## config.mk

```make
export PLATFORM = sky130hd
export DESIGN_NAME = vertex_project_to_window_core
export DESIGN_NICKNAME = d
export VERILOG_FILES = /design/src/hdl/vpw_pkg.sv /design/src/hdl/vpw_ram.sv /design/src/hdl/vpw_mul.sv /design/src/hdl/vpw_div.sv /design/src/hdl/vertex_project_to_window_core.sv
export SDC_FILE = /design/constraint.sdc
export NUM_CORES = 2
export LEC_CHECK = 0
export BUFFER_PORTS_ARGS = -buffer_cell sky130_fd_sc_hd__buf_2
export CORE_ASPECT_RATIO = 2
export CORE_MARGIN = 10
export CORE_UTILIZATION = 50
export DETAILED_ROUTE_END_ITERATION = 16
export GPL_ROUTABILITY_DRIVEN = 1
export PLACE_DENSITY = 0.7
export SLEW_MARGIN = 20
export SYNTH_ARGS = -nofsm -noshare
export SYNTH_HDL_FRONTEND = slang
export SYNTH_SLANG_ARGS = --single-unit
export TNS_END_PERCENT = 5
```

## constraint.sdc

```tcl
create_clock -name clk -period 16.1 [get_ports clk]
set_input_delay 3.22 -clock clk [delete_from_list [all_inputs] [get_ports clk]]
set_output_delay 3.22 -clock clk [all_outputs]
set_load 0.02 [all_outputs]
```

## src/hdl/vpw_pkg.sv

```systemverilog
`timescale 1ns / 1ps
// ----------------------------------------------------------------------------
// vpw_pkg
// Shared constants, micro-op type and the fixed projection program.
// ----------------------------------------------------------------------------
package vpw_pkg;

	localparam int VPW_FRAC_BITS = 16;
	localparam int VPW_WORD_BITS = 32;

	localparam int REG_W     = 14;
	localparam int CFG_IDX_W = 2;
	localparam logic [CFG_IDX_W-1:0] REG_ORIGIN_X = 2'd0;
	localparam logic [CFG_IDX_W-1:0] REG_ORIGIN_Y = 2'd1;
	localparam logic [CFG_IDX_W-1:0] REG_WIDTH    = 2'd2;
	localparam logic [CFG_IDX_W-1:0] REG_HEIGHT   = 2'd3;

	localparam logic MODE_LOAD    = 1'b0;
	localparam logic MODE_PROJECT = 1'b1;

	localparam int COEF_DEPTH = 32;
	localparam int SCR_DEPTH  = 16;

	// operand sources
	localparam logic [3:0] SRC_COEF  = 4'd0;
	localparam logic [3:0] SRC_SCR   = 4'd1;
	localparam logic [3:0] SRC_PX    = 4'd2;
	localparam logic [3:0] SRC_PY    = 4'd3;
	localparam logic [3:0] SRC_PZ    = 4'd4;
	localparam logic [3:0] SRC_RW    = 4'd5;
	localparam logic [3:0] SRC_HALF  = 4'd6;
	localparam logic [3:0] SRC_NHALF = 4'd7;
	localparam logic [3:0] SRC_ONE   = 4'd8;
	localparam logic [3:0] SRC_PIXW  = 4'd9;
	localparam logic [3:0] SRC_PIXH  = 4'd10;
	localparam logic [3:0] SRC_PIXOX = 4'd11;
	localparam logic [3:0] SRC_PIXOY = 4'd12;

	// scratch slots
	localparam logic [3:0] SCR_E0 = 4'd0;
	localparam logic [3:0] SCR_E2 = 4'd2;
	localparam logic [3:0] SCR_C0 = 4'd4;
	localparam logic [3:0] SCR_C1 = 4'd5;
	localparam logic [3:0] SCR_C2 = 4'd6;
	localparam logic [3:0] SCR_N0 = 4'd7;
	localparam logic [3:0] SCR_N1 = 4'd8;
	localparam logic [3:0] SCR_N2 = 4'd9;
	localparam logic [3:0] SCR_T  = 4'd10;
	localparam logic [3:0] SCR_WX = 4'd11;
	localparam logic [3:0] SCR_WY = 4'd12;
	localparam logic [3:0] SCR_WD = 4'd13;

	localparam int PC_W      = 6;
	localparam logic [PC_W-1:0] PC_DIV = 6'd28;
	localparam logic [PC_W-1:0] PC_END = 6'd42;

	typedef struct packed {
		logic [3:0] src_a;
		logic [3:0] src_b;
		logic [4:0] caddr;
		logic [3:0] saddr;
		logic       is_add;
		logic       first;
		logic       last;
		logic [3:0] dest;
	} uop_t;

	function automatic uop_t mk(input logic [3:0] a, input logic [3:0] b,
			input logic [4:0] ca, input logic [3:0] sa, input logic ad,
			input logic f, input logic l, input logic [3:0] d);
		uop_t u;
		u.src_a = a; u.src_b = b; u.caddr = ca; u.saddr = sa;
		u.is_add = ad; u.first = f; u.last = l; u.dest = d;
		return u;
	endfunction

	function automatic uop_t vpw_prog(input logic [PC_W-1:0] pc);
		uop_t u;
		logic [1:0] r;
		logic [1:0] k;
		logic [3:0] i;
		logic [3:0] pt;
		r  = pc[3:2];
		k  = pc[1:0];
		i  = 4'(pc - 6'd16);
		pt = SRC_PX;
		if (pc < 6'd16) begin
			case (k)
				2'd0: pt = SRC_PX;
				2'd1: pt = SRC_PY;
				2'd2: pt = SRC_PZ;
				default: pt = SRC_PX;
			endcase
			if (k == 2'd3)
				u = mk(SRC_COEF, SRC_COEF, 5'd12 + 5'(r), SCR_E0, 1'b1, 1'b0, 1'b1,
					SCR_E0 + 4'(r));
			else
				u = mk(SRC_COEF, pt, 5'(r) + {k, 2'b00}, SCR_E0, 1'b0, k == 2'd0,
					1'b0, SCR_E0);
		end else if (pc < PC_DIV) begin
			u = mk(SRC_COEF, SRC_SCR, 5'd16 + 5'(i[3:2]) + {1'b0, i[1:0], 2'b00},
				SCR_E0 + 4'(i[1:0]), 1'b0, i[1:0] == 2'd0, i[1:0] == 2'd3,
				SCR_C0 + 4'(i[3:2]));
		end else begin
			case (pc)
				6'd28: u = mk(SRC_SCR, SRC_RW, 5'd0, SCR_C0, 1'b0, 1'b1, 1'b1, SCR_N0);
				6'd29: u = mk(SRC_SCR, SRC_RW, 5'd0, SCR_C1, 1'b0, 1'b1, 1'b1, SCR_N1);
				6'd30: u = mk(SRC_SCR, SRC_RW, 5'd0, SCR_C2, 1'b0, 1'b1, 1'b1, SCR_N2);
				6'd31: u = mk(SRC_SCR, SRC_HALF, 5'd0, SCR_N0, 1'b0, 1'b1, 1'b0, SCR_T);
				6'd32: u = mk(SRC_HALF, SRC_HALF, 5'd0, SCR_T, 1'b1, 1'b0, 1'b1, SCR_T);
				6'd33: u = mk(SRC_SCR, SRC_PIXW, 5'd0, SCR_T, 1'b0, 1'b1, 1'b0, SCR_WX);
				6'd34: u = mk(SRC_PIXOX, SRC_PIXOX, 5'd0, SCR_T, 1'b1, 1'b0, 1'b1, SCR_WX);
				6'd35: u = mk(SRC_SCR, SRC_NHALF, 5'd0, SCR_N1, 1'b0, 1'b1, 1'b0, SCR_T);
				6'd36: u = mk(SRC_HALF, SRC_HALF, 5'd0, SCR_T, 1'b1, 1'b0, 1'b1, SCR_T);
				6'd37: u = mk(SRC_SCR, SRC_PIXH, 5'd0, SCR_T, 1'b0, 1'b1, 1'b0, SCR_WY);
				6'd38: u = mk(SRC_PIXOY, SRC_PIXOY, 5'd0, SCR_T, 1'b1, 1'b0, 1'b1, SCR_WY);
				6'd39: u = mk(SRC_ONE, SRC_ONE, 5'd0, SCR_N2, 1'b1, 1'b1, 1'b0, SCR_T);
				6'd40: u = mk(SRC_SCR, SRC_SCR, 5'd0, SCR_N2, 1'b1, 1'b0, 1'b1, SCR_T);
				6'd41: u = mk(SRC_SCR, SRC_HALF, 5'd0, SCR_T, 1'b0, 1'b1, 1'b1, SCR_WD);
				default: u = mk(SRC_ONE, SRC_ONE, 5'd0, SCR_T, 1'b1, 1'b1, 1'b1, SCR_T);
			endcase
		end
		return u;
	endfunction

endpackage

```

## src/hdl/vpw_ram.sv

```systemverilog
`timescale 1ns / 1ps
// ----------------------------------------------------------------------------
// vpw_ram
// Generic single-write, single-read RAM with registered read data.
// ----------------------------------------------------------------------------
module vpw_ram #(
	parameter int WIDTH = 32,
	parameter int DEPTH = 32
) (
	input  logic                     clk,
	input  logic                     we,
	input  logic [$clog2(DEPTH)-1:0] waddr,
	input  logic [WIDTH-1:0]         wdata,
	input  logic [$clog2(DEPTH)-1:0] raddr,
	output logic [WIDTH-1:0]         rdata
);

	logic [WIDTH-1:0] mem [DEPTH];

	always_ff @(posedge clk) begin
		if (we)
			mem[waddr] <= wdata;
		rdata <= mem[raddr];
	end

endmodule

```

## src/hdl/vpw_mul.sv

```systemverilog
`timescale 1ns / 1ps
// ----------------------------------------------------------------------------
// vpw_mul
// Fixed-point multiply: four half-width partial products accumulated in turn,
// then round to nearest (ties away from zero) and saturate.
// ----------------------------------------------------------------------------
module vpw_mul import vpw_pkg::*; #(
	parameter int WORD_BITS = VPW_WORD_BITS,
	parameter int FRAC_BITS = VPW_FRAC_BITS
) (
	input  logic                        clk,
	input  logic                        arst_n,
	input  logic                        start,
	input  logic signed [WORD_BITS-1:0] a,
	input  logic signed [WORD_BITS-1:0] b,
	output logic                        done,
	output logic signed [WORD_BITS-1:0] prod
);

	localparam int H  = (WORD_BITS + 1) / 2;
	localparam int MW = 2 * H;
	localparam int PW = 4 * H;

	logic [MW-1:0] am_q, bm_q;
	logic          neg_q;
	logic [PW-1:0] acc_q;
	logic [1:0]    cnt_q;
	logic          busy_q, rnd_q, done_q;
	logic signed [WORD_BITS-1:0] res_q;

	logic [MW-1:0] ae, be;
	logic [H-1:0]  ah, bh;
	logic [PW-1:0] pp, rnd, mag, lim, smag;

	always_comb begin
		ae = MW'(a);
		be = MW'(b);
		ah = cnt_q[0] ? am_q[MW-1:H] : am_q[H-1:0];
		bh = cnt_q[1] ? bm_q[MW-1:H] : bm_q[H-1:0];
		pp = PW'(MW'(ah) * MW'(bh));
		case (cnt_q)
			2'd0: pp = pp;
			2'd3: pp = pp << (2 * H);
			default: pp = pp << H;
		endcase
		rnd  = acc_q + (PW'(1) << (FRAC_BITS - 1));
		mag  = rnd >> FRAC_BITS;
		lim  = (PW'(1) << (WORD_BITS - 1)) - PW'(!neg_q);
		smag = (mag > lim) ? lim : mag;
	end

	always_ff @(posedge clk or negedge arst_n) begin
		if (!arst_n) begin
			busy_q <= 1'b0;
			rnd_q  <= 1'b0;
			done_q <= 1'b0;
			cnt_q  <= 2'd0;
		end else begin
			done_q <= 1'b0;
			if (start) begin
				busy_q <= 1'b1;
				cnt_q  <= 2'd0;
			end else if (busy_q) begin
				cnt_q <= cnt_q + 2'd1;
				if (cnt_q == 2'd3) begin
					busy_q <= 1'b0;
					rnd_q  <= 1'b1;
				end
			end else if (rnd_q) begin
				rnd_q  <= 1'b0;
				done_q <= 1'b1;
			end
		end
	end

	always_ff @(posedge clk) begin
		if (start) begin
			am_q  <= a[WORD_BITS-1] ? -ae : ae;
			bm_q  <= b[WORD_BITS-1] ? -be : be;
			neg_q <= a[WORD_BITS-1] ^ b[WORD_BITS-1];
			acc_q <= '0;
		end else if (busy_q) begin
			acc_q <= acc_q + pp;
		end
		if (rnd_q)
			res_q <= neg_q ? -WORD_BITS'(smag) : WORD_BITS'(smag);
	end

	assign done = done_q;
	assign prod = res_q;

endmodule

```

## src/hdl/vpw_div.sv

```systemverilog
`timescale 1ns / 1ps
// ----------------------------------------------------------------------------
// vpw_div
// Reciprocal of w: round(2^(2F) / |w|) with the sign of w, saturated.
// Restoring division, one quotient bit per cycle.
// ----------------------------------------------------------------------------
module vpw_div import vpw_pkg::*; #(
	parameter int WORD_BITS = VPW_WORD_BITS,
	parameter int FRAC_BITS = VPW_FRAC_BITS
) (
	input  logic                        clk,
	input  logic                        arst_n,
	input  logic                        start,
	input  logic signed [WORD_BITS-1:0] w,
	output logic                        done,
	output logic signed [WORD_BITS-1:0] recip
);

	localparam int NB = ((2 * FRAC_BITS > WORD_BITS - 2) ? 2 * FRAC_BITS : WORD_BITS - 2) + 1;
	localparam int QW = (NB > WORD_BITS) ? NB : WORD_BITS;
	localparam int CW = $clog2(NB + 1);

	logic [WORD_BITS-1:0] uw_q;
	logic [WORD_BITS:0]   rem_q;
	logic [NB-1:0]        num_q, q_q;
	logic                 neg_q, busy_q, done_q;
	logic [CW-1:0]        cnt_q;

	logic [WORD_BITS-1:0] uw;
	logic [WORD_BITS:0]   t;
	logic                 ge;
	logic [QW-1:0]        qx, lim;

	always_comb begin
		uw  = w[WORD_BITS-1] ? -w : w;
		t   = {rem_q[WORD_BITS-1:0], num_q[NB-1]};
		ge  = t >= {1'b0, uw_q};
		qx  = QW'(q_q);
		lim = (QW'(1) << (WORD_BITS - 1)) - QW'(!neg_q);
	end

	always_ff @(posedge clk or negedge arst_n) begin
		if (!arst_n) begin
			busy_q <= 1'b0;
			done_q <= 1'b0;
			cnt_q  <= '0;
		end else begin
			done_q <= 1'b0;
			if (start) begin
				busy_q <= 1'b1;
				cnt_q  <= CW'(NB);
			end else if (busy_q) begin
				cnt_q <= cnt_q - CW'(1);
				if (cnt_q == CW'(1)) begin
					busy_q <= 1'b0;
					done_q <= 1'b1;
				end
			end
		end
	end

	always_ff @(posedge clk) begin
		if (start) begin
			uw_q  <= uw;
			neg_q <= w[WORD_BITS-1];
			rem_q <= '0;
			q_q   <= '0;
			num_q <= (NB'(1) << (2 * FRAC_BITS)) + NB'(uw >> 1);
		end else if (busy_q) begin
			rem_q <= ge ? (t - {1'b0, uw_q}) : t;
			q_q   <= {q_q[NB-2:0], ge};
			num_q <= num_q << 1;
		end
	end

	always_comb begin
		recip = (qx > lim) ? WORD_BITS'(lim) : WORD_BITS'(qx);
		if (neg_q)
			recip = -recip;
	end

	assign done = done_q;

endmodule

```

## src/hdl/vertex_project_to_window_core.sv

```systemverilog
`timescale 1ns / 1ps
// ----------------------------------------------------------------------------
// vertex_project_to_window_core
// Projects object-space points through modelview and projection matrices to
// viewport window coordinates in signed fixed point.
// ----------------------------------------------------------------------------
// A load beat (tuser 0) writes one coefficient. A project beat runs a fixed
// 42-step program over the coefficient store and a scratch store, one step
// at a time through a single shared multiplier: a multiply step passes
// through the RD, LAT, MULW and ACC states, an add step through RD, LAT and
// ACC, and the reciprocal of w comes from a serial restoring divider. The
// result sits in an output register, so the next beat is taken while it
// waits.
// ----------------------------------------------------------------------------
module vertex_project_to_window_core import vpw_pkg::*; #(
	parameter int FRAC_BITS = VPW_FRAC_BITS,
	parameter int WORD_BITS = VPW_WORD_BITS
) (
	input  logic                 clk,
	input  logic                 arst_n,
	input  logic                 s_tvalid,
	output logic                 s_tready,
	input  logic [135:0]         s_tdata,  // coef_index, coef_value, point_x, point_y, point_z
	input  logic                 s_tuser,  // mode
	output logic                 m_tvalid,
	input  logic                 m_tready,
	output logic [95:0]          m_tdata,  // win_x, win_y, win_depth
	output logic                 m_tuser,  // valid_res
	input  logic                 cfg_we,
	input  logic [CFG_IDX_W-1:0] cfg_index,
	input  logic [REG_W-1:0]     cfg_wdata
);

	localparam int W  = WORD_BITS;
	localparam int AW = WORD_BITS + 3;

	localparam logic [2:0] ST_IDLE = 3'd0;
	localparam logic [2:0] ST_RD   = 3'd1;
	localparam logic [2:0] ST_LAT  = 3'd2;
	localparam logic [2:0] ST_MULW = 3'd3;
	localparam logic [2:0] ST_ACC  = 3'd4;
	localparam logic [2:0] ST_DIVS = 3'd5;
	localparam logic [2:0] ST_DIVW = 3'd6;
	localparam logic [2:0] ST_DONE = 3'd7;

	function automatic logic signed [W-1:0] sat_w(input logic signed [63:0] v);
		logic signed [63:0] hi;
		logic signed [63:0] lo;
		hi = (64'sd1 <<< (W - 1)) - 64'sd1;
		lo = -hi - 64'sd1;
		if (v > hi)
			return W'(hi);
		else if (v < lo)
			return W'(lo);
		return W'(v);
	endfunction

	logic [2:0]      st_q;
	logic [PC_W-1:0] pc_q;
	logic [REG_W-1:0] ox_q, oy_q, vw_q, vh_q;
	logic [COEF_DEPTH-1:0] cvalid_q;
	logic            cval_q;
	logic signed [W-1:0] px_q, py_q, pz_q, rw_q, w_q, term_q;
	logic signed [W-1:0] wx_q, wy_q, wd_q;
	logic            ok_q;
	logic signed [AW-1:0] acc_q;
	logic            ov_q, ovr_q;
	logic [31:0]     ox32_q, oy32_q, od32_q;

	uop_t            op;
	logic            in_acc, load_we, scr_we, out_load;
	logic signed [W-1:0] crd, srd, va, vb, half, one, pixw, pixh, pixox, pixoy, sum_sat;
	logic signed [AW-1:0] acc_new;
	logic            mul_start, mul_done, div_start, div_done;
	logic signed [W-1:0] mul_res, div_res;

	assign op       = vpw_prog(pc_q);
	assign s_tready = (st_q == ST_IDLE);
	assign in_acc   = s_tvalid && s_tready;
	assign load_we  = in_acc && (s_tuser == MODE_LOAD);

	vpw_ram #(.WIDTH(W), .DEPTH(COEF_DEPTH)) u_coef (
		.clk   (clk),
		.we    (load_we),
		.waddr (s_tdata[4:0]),
		.wdata (sat_w(64'(signed'(s_tdata[36:5])))),
		.raddr (op.caddr),
		.rdata (crd)
	);

	vpw_ram #(.WIDTH(W), .DEPTH(SCR_DEPTH)) u_scr (
		.clk   (clk),
		.we    (scr_we),
		.waddr (op.dest),
		.wdata (sum_sat),
		.raddr (op.saddr),
		.rdata (srd)
	);

	vpw_mul #(.WORD_BITS(W), .FRAC_BITS(FRAC_BITS)) u_mul (
		.clk    (clk),
		.arst_n (arst_n),
		.start  (mul_start),
		.a      (va),
		.b      (vb),
		.done   (mul_done),
		.prod   (mul_res)
	);

	vpw_div #(.WORD_BITS(W), .FRAC_BITS(FRAC_BITS)) u_div (
		.clk    (clk),
		.arst_n (arst_n),
		.start  (div_start),
		.w      (w_q),
		.done   (div_done),
		.recip  (div_res)
	);

	always_comb begin
		half  = sat_w(64'sd1 <<< (FRAC_BITS - 1));
		one   = sat_w(64'sd1 <<< FRAC_BITS);
		pixw  = sat_w(signed'(64'(vw_q) << FRAC_BITS));
		pixh  = sat_w(signed'(64'(vh_q) << FRAC_BITS));
		pixox = sat_w(signed'(64'(ox_q) << FRAC_BITS));
		pixoy = sat_w(signed'(64'(oy_q) << FRAC_BITS));
	end

	function automatic logic signed [W-1:0] pick(input logic [3:0] s,
			input logic signed [W-1:0] c, input logic signed [W-1:0] sc,
			input logic signed [W-1:0] x, input logic signed [W-1:0] y,
			input logic signed [W-1:0] z, input logic signed [W-1:0] r,
			input logic signed [W-1:0] h, input logic signed [W-1:0] o,
			input logic signed [W-1:0] pw, input logic signed [W-1:0] ph,
			input logic signed [W-1:0] pox, input logic signed [W-1:0] poy);
		case (s)
			SRC_COEF:  return c;
			SRC_SCR:   return sc;
			SRC_PX:    return x;
			SRC_PY:    return y;
			SRC_PZ:    return z;
			SRC_RW:    return r;
			SRC_HALF:  return h;
			SRC_NHALF: return -h;
			SRC_ONE:   return o;
			SRC_PIXW:  return pw;
			SRC_PIXH:  return ph;
			SRC_PIXOX: return pox;
			SRC_PIXOY: return poy;
			default:   return '0;
		endcase
	endfunction

	always_comb begin
		va = pick(op.src_a, cval_q ? crd : '0, srd, px_q, py_q, pz_q, rw_q, half, one,
			pixw, pixh, pixox, pixoy);
		vb = pick(op.src_b, cval_q ? crd : '0, srd, px_q, py_q, pz_q, rw_q, half, one,
			pixw, pixh, pixox, pixoy);
		acc_new   = op.first ? AW'(term_q) : acc_q + AW'(term_q);
		sum_sat   = sat_w(64'(acc_new));
		scr_we    = (st_q == ST_ACC) && op.last;
		mul_start = (st_q == ST_LAT) && !op.is_add;
		div_start = (st_q == ST_DIVS) && (w_q != '0);
		out_load  = (st_q == ST_DONE) && (!ov_q || m_tready);
	end

	always_ff @(posedge clk or negedge arst_n) begin
		if (!arst_n) begin
			st_q     <= ST_IDLE;
			pc_q     <= '0;
			ox_q     <= '0;
			oy_q     <= '0;
			vw_q     <= '0;
			vh_q     <= '0;
			cvalid_q <= '0;
			ov_q     <= 1'b0;
		end else begin
			if (cfg_we) begin
				case (cfg_index)
					REG_ORIGIN_X: ox_q <= cfg_wdata;
					REG_ORIGIN_Y: oy_q <= cfg_wdata;
					REG_WIDTH:    vw_q <= cfg_wdata;
					REG_HEIGHT:   vh_q <= cfg_wdata;
					default: ;
				endcase
			end
			if (load_we)
				cvalid_q[s_tdata[4:0]] <= 1'b1;
			if (out_load)
				ov_q <= 1'b1;
			else if (m_tready)
				ov_q <= 1'b0;
			case (st_q)
				ST_IDLE: begin
					if (in_acc && s_tuser == MODE_PROJECT) begin
						pc_q <= '0;
						st_q <= ST_RD;
					end
				end
				ST_RD:   st_q <= ST_LAT;
				ST_LAT:  st_q <= op.is_add ? ST_ACC : ST_MULW;
				ST_MULW: if (mul_done) st_q <= ST_ACC;
				ST_ACC: begin
					pc_q <= pc_q + PC_W'(1);
					if (pc_q + PC_W'(1) == PC_DIV)
						st_q <= ST_DIVS;
					else if (pc_q + PC_W'(1) == PC_END)
						st_q <= ST_DONE;
					else
						st_q <= ST_RD;
				end
				ST_DIVS: st_q <= (w_q == '0) ? ST_DONE : ST_DIVW;
				ST_DIVW: if (div_done) st_q <= ST_RD;
				ST_DONE: if (out_load) st_q <= ST_IDLE;
				default: st_q <= ST_IDLE;
			endcase
		end
	end

	always_ff @(posedge clk) begin
		cval_q <= cvalid_q[op.caddr];
		if (in_acc) begin
			px_q <= sat_w(64'(signed'(s_tdata[68:37])));
			py_q <= sat_w(64'(signed'(s_tdata[100:69])));
			pz_q <= sat_w(64'(signed'(s_tdata[132:101])));
			ok_q <= 1'b1;
		end
		if (st_q == ST_LAT && op.is_add)
			term_q <= va;
		if (st_q == ST_MULW && mul_done)
			term_q <= mul_res;
		if (st_q == ST_ACC) begin
			acc_q <= acc_new;
			if (op.last) begin
				if (op.dest == SCR_E2) w_q  <= sat_w(-64'(sum_sat));
				if (op.dest == SCR_WX) wx_q <= sum_sat;
				if (op.dest == SCR_WY) wy_q <= sum_sat;
				if (op.dest == SCR_WD) wd_q <= sum_sat;
			end
		end
		if (st_q == ST_DIVS && w_q == '0) begin
			ok_q <= 1'b0;
			wx_q <= '0;
			wy_q <= '0;
			wd_q <= '0;
		end
		if (div_done)
			rw_q <= div_res;
		if (out_load) begin
			ox32_q <= 32'(wx_q);
			oy32_q <= 32'(wy_q);
			od32_q <= 32'(wd_q);
			ovr_q  <= ok_q;
		end
	end

	assign m_tvalid = ov_q;
	assign m_tdata  = {od32_q, oy32_q, ox32_q};
	assign m_tuser  = ovr_q;

endmodule

```

==> metrics.md <==
| Metric | Value |
|---|---|
| Final min period | `12.12 ns` |
| GRT Resource Usage Total | `29.56%` |
| Root Driver | `clkbuf_16` |
| Vias per cell | `6.299` |
| # clock sinks | `2297` |
| Seq/Total Area, Yosys | `57.44%` |
| Post-synthesis cell type count | `107` |
| Largest net degree at the start of global routing | `153` |
| Mapped Nets | `10.65k` |
| DIE WIDTH | `357.7 um` |
| Top FF cell, synth | `edfxtp_1` |
| Synth Warn # | `0` |
| CTS resizes | `0` |
| Layout fillers | `18.74k` |
| Setup TNS | `0 ns` |
| Crit path max-delay cell type | `mux2i_2` |
| Vias | `82.66k` |
| Num rows | `247` |
| Yosys top cell area share | `49.90%` |
| Relative slew slack | `19.67%` |
| Core box area | `0.2265 mm^2` |
| Final GP Congestion | `1.002` |
| Final Hold Vio Count | `0` |
| Final wirelength | `377700 um` |
| Worst hold path depth | `0` |
| CP bufs+invs | `5` |
| Final worst-path cycle share | `75.27%` |
| Starting DRT DRC Count | `8915` |
| Final routed DRC violation total | `0` |
| Seq cells post-synth | `2297` |
| Most common cell on crit path | `fa_1` |
| Area Overhead vs Synth | `9.785%` |
| Hpwl dp | `259100 um` |
| Final setup fails | `0` |
| Max incr delay on CP | `0.96 ns` |
| Setup CP Type | `reg2reg` |
| Worst Setup Start Kind | `flip-flop` |
| Status | `complete, no violations` |
| Critical path required time | `16.90 ns` |
| Io pins | `257` |
| Drt wl/cell | `28.78 um` |
| H-tree depth | `4` |
| Top cells by area, synth | `edfxtp_1, dfxtp_1, nand2_1` |
| Async set-reset flop share out of synthesis | `4.832%` |
| CP Data Arrival Time | `12.92 ns` |
| Router iterations before antenna repair | `8` |
| Transition time of the tightest slew-check pin | `1.182 ns` |
| First-pass GRT wire length | `543300 um` |
| Slew Limit Fails | `0` |
| Hold buffer count at cts | `0` |
| Syn Inst Count | `9976` |
| HP Class | `reg2reg` |
| FF/Latch Area | `0.06552 mm^2` |
| Die ar. | `0.2487 mm^2` |
| Clk_lat worst skew | `0.93 ns` |
| Number of flops mapped to enable cells by yosys | `1895` |
| Number of buffers created by CTS | `204` |
| Layout cells sized above 1 | `10.78%` |
| Initial Util | `50.34%` |
| Final net count | `10.61k` |
| Setup Skew | `0.09390 ns` |
| Dominant cell type by area after synthesis | `edfxtp_1` |
| FMAX | `82.52 MHz` |
| Die H | `695.4 um` |
| Initial antenna violation count | `62` |
| Critical path endpoint category | `flip-flop` |
| CP max FO | `33` |
| Multi-input gate area | `0.04476 mm^2` |
| IO Port Bufs | `253` |
| CTS tree | `done` |
| Cell family with most CP delay | `compound AO/OA/AOI/OAI gates` |
| GRT overflow | `0` |
| Max Cap Viol | `0` |
| Reg2Reg Depth | `38` |
| RSZ-0062 raised after global routing | `no` |
| Number of post-CTS setup repair buffers | `0` |
| Clock buffer depth | `4` |
| Clock-pin transition on the worst setup and hold timing paths | `0.07 ns` |
| Worst path depth | `38` |
| Synthesized area | `0.1140 mm^2` |
| Post-DRT Antenna Nets | `0` |
| Syn_area_per_cell | `11.43 um^2` |
| Vias in the first global route | `82.03k` |
[cell usage after synthesis (17+ instances only)]
cell	instances
edfxtp_1	1895
nand2_1	1197
nor2_1	642
clkbuf_1	625
o21ai_0	552
inv_1	438
a21oi_1	432
a211oi_1	340
ha_1	319
dfxtp_1	291
a31oi_1	233
fa_1	197
and2_1	196
xnor2_1	186
mux2i_1	182
nand3_1	180
or3_1	168
o221ai_1	140
a21o_1	138
and3_1	133
nor3_1	132
mux2_2	112
dfrtp_1	111
xor2_1	107
o211ai_1	69
nand4_1	61
nand2b_1	54
or2_2	52
buf_1	50
nor2b_1	49
o21a_1	48
a22oi_1	45
a311oi_1	42
o21ai_1	37
o31ai_1	36
mux4_2	34
a22o_1	33
buf_2	31
a221oi_1	25
nor4_1	25
a221o_1	21
o22ai_1	21
and4_1	19
o21bai_1	19
a211o_1	17
[cell families (layout without fill, tap and decap cells)]
group           after synthesis  after routing  synth area share (%)
buf+inv                    1152           1270                 3.845
compound gates             2413           2413                 14.00
simple gates               2975           2975                 12.11
fa+ha+maj                   516            516                 6.958
flops                      2297           2297                 57.44
other cells                   0             42                     0
xor+xnor                    293            293                 2.250
mux                         330            330                 3.395
[per-layer routing]
metal  vias to the layer above  routed length (um)  track usage, %
met5                         -                 269               0
met4                        44               36450           24.06
met3                      1216               27040           5.081
met2                      3867              187600           50.49
met1                     40870              126300           31.99
li1                      36660                   -               -
[path summary, 6_finish.rpt]
check                                          endpoint                       start  slack, ns
max in group asynchronous      cvalid_q[12]$_DFFE_PN0P_                      arst_n      12.46
max                        u_mul.acc_q[63]$_SDFFE_PP0P_  u_mul.cnt_q[0]$_DFFE_PN0P_       3.98
min reg2reg                         ox32_q[9]$_DFFE_PP_        wx_q[9]$_SDFFE_PP0P_       0.41
min                                 ox32_q[9]$_DFFE_PP_        wx_q[9]$_SDFFE_PP0P_       0.41
max reg2reg                u_mul.acc_q[63]$_SDFFE_PP0P_  u_mul.cnt_q[0]$_DFFE_PN0P_       3.98
min in group asynchronous          vh_q[12]$_DFFE_PN0P_                      arst_n       2.35
[layout by cell type (no fill, tap or decap), drive strengths merged, types with 54 or more instances in the layout]
cell,instances
a211oi,343
clkinv,77
inv,453
xnor2,186
edfxtp,1895
dfrtp,111
o211ai,70
or3,168
mux2,114
fa,197
dfxtp,291
nand4,61
ha,319
clkbuf,259
a31oi,235
nand2,1198
o221ai,141
nor3,132
nand2b,54
nand3,181
buf,459
and2,198
a21oi,432
o21ai,590
and3,133
mux2i,182
xor2,107
nor2,642
a21o,138
[state kept, by name, indices dropped and copies added, names as in the netlist, 33 cells and up]
register and cells:
u_div.q_q 33, acc_q 35, u_mul.acc_q 64, u_div.num_q 33, u_scr.mem 384, u_coef.mem 1024
[final cells by class]
class                           count  area share [%]
Tap cell                         2988           2.986
Antenna cell                       42         0.08395
Inverter                          442           1.333
Timing Repair Buffer              459           2.301
Multi-Input combinational cell   6527           35.75
Clock inverter                    110          0.7955
Sequential cell                  2297           52.33
Clock buffer                      259           4.416
[through the flow]
stage	cell area (um^2)	worst slack (ns)	std cells	utilization [%]	hold WS, ns
4_1_cts	125000	3.942	13080	55.20	0.4132
3_5_place_dp	118500	3.988	12710	52.32	0.4141
3_3_place_gp	118500	4.119	12710	52.31	0.4143
5_1_grt	125100	3.395	13100	55.24	0.4092
6_report	125200	3.981	13120	55.27	0.4084
2_1_floorplan	114000	5.886	9976	-	0.4076
Power is left out: the tool's default activity adds up to more than one toggle a clock period on the data nets, which glitch-free logic cannot reach.
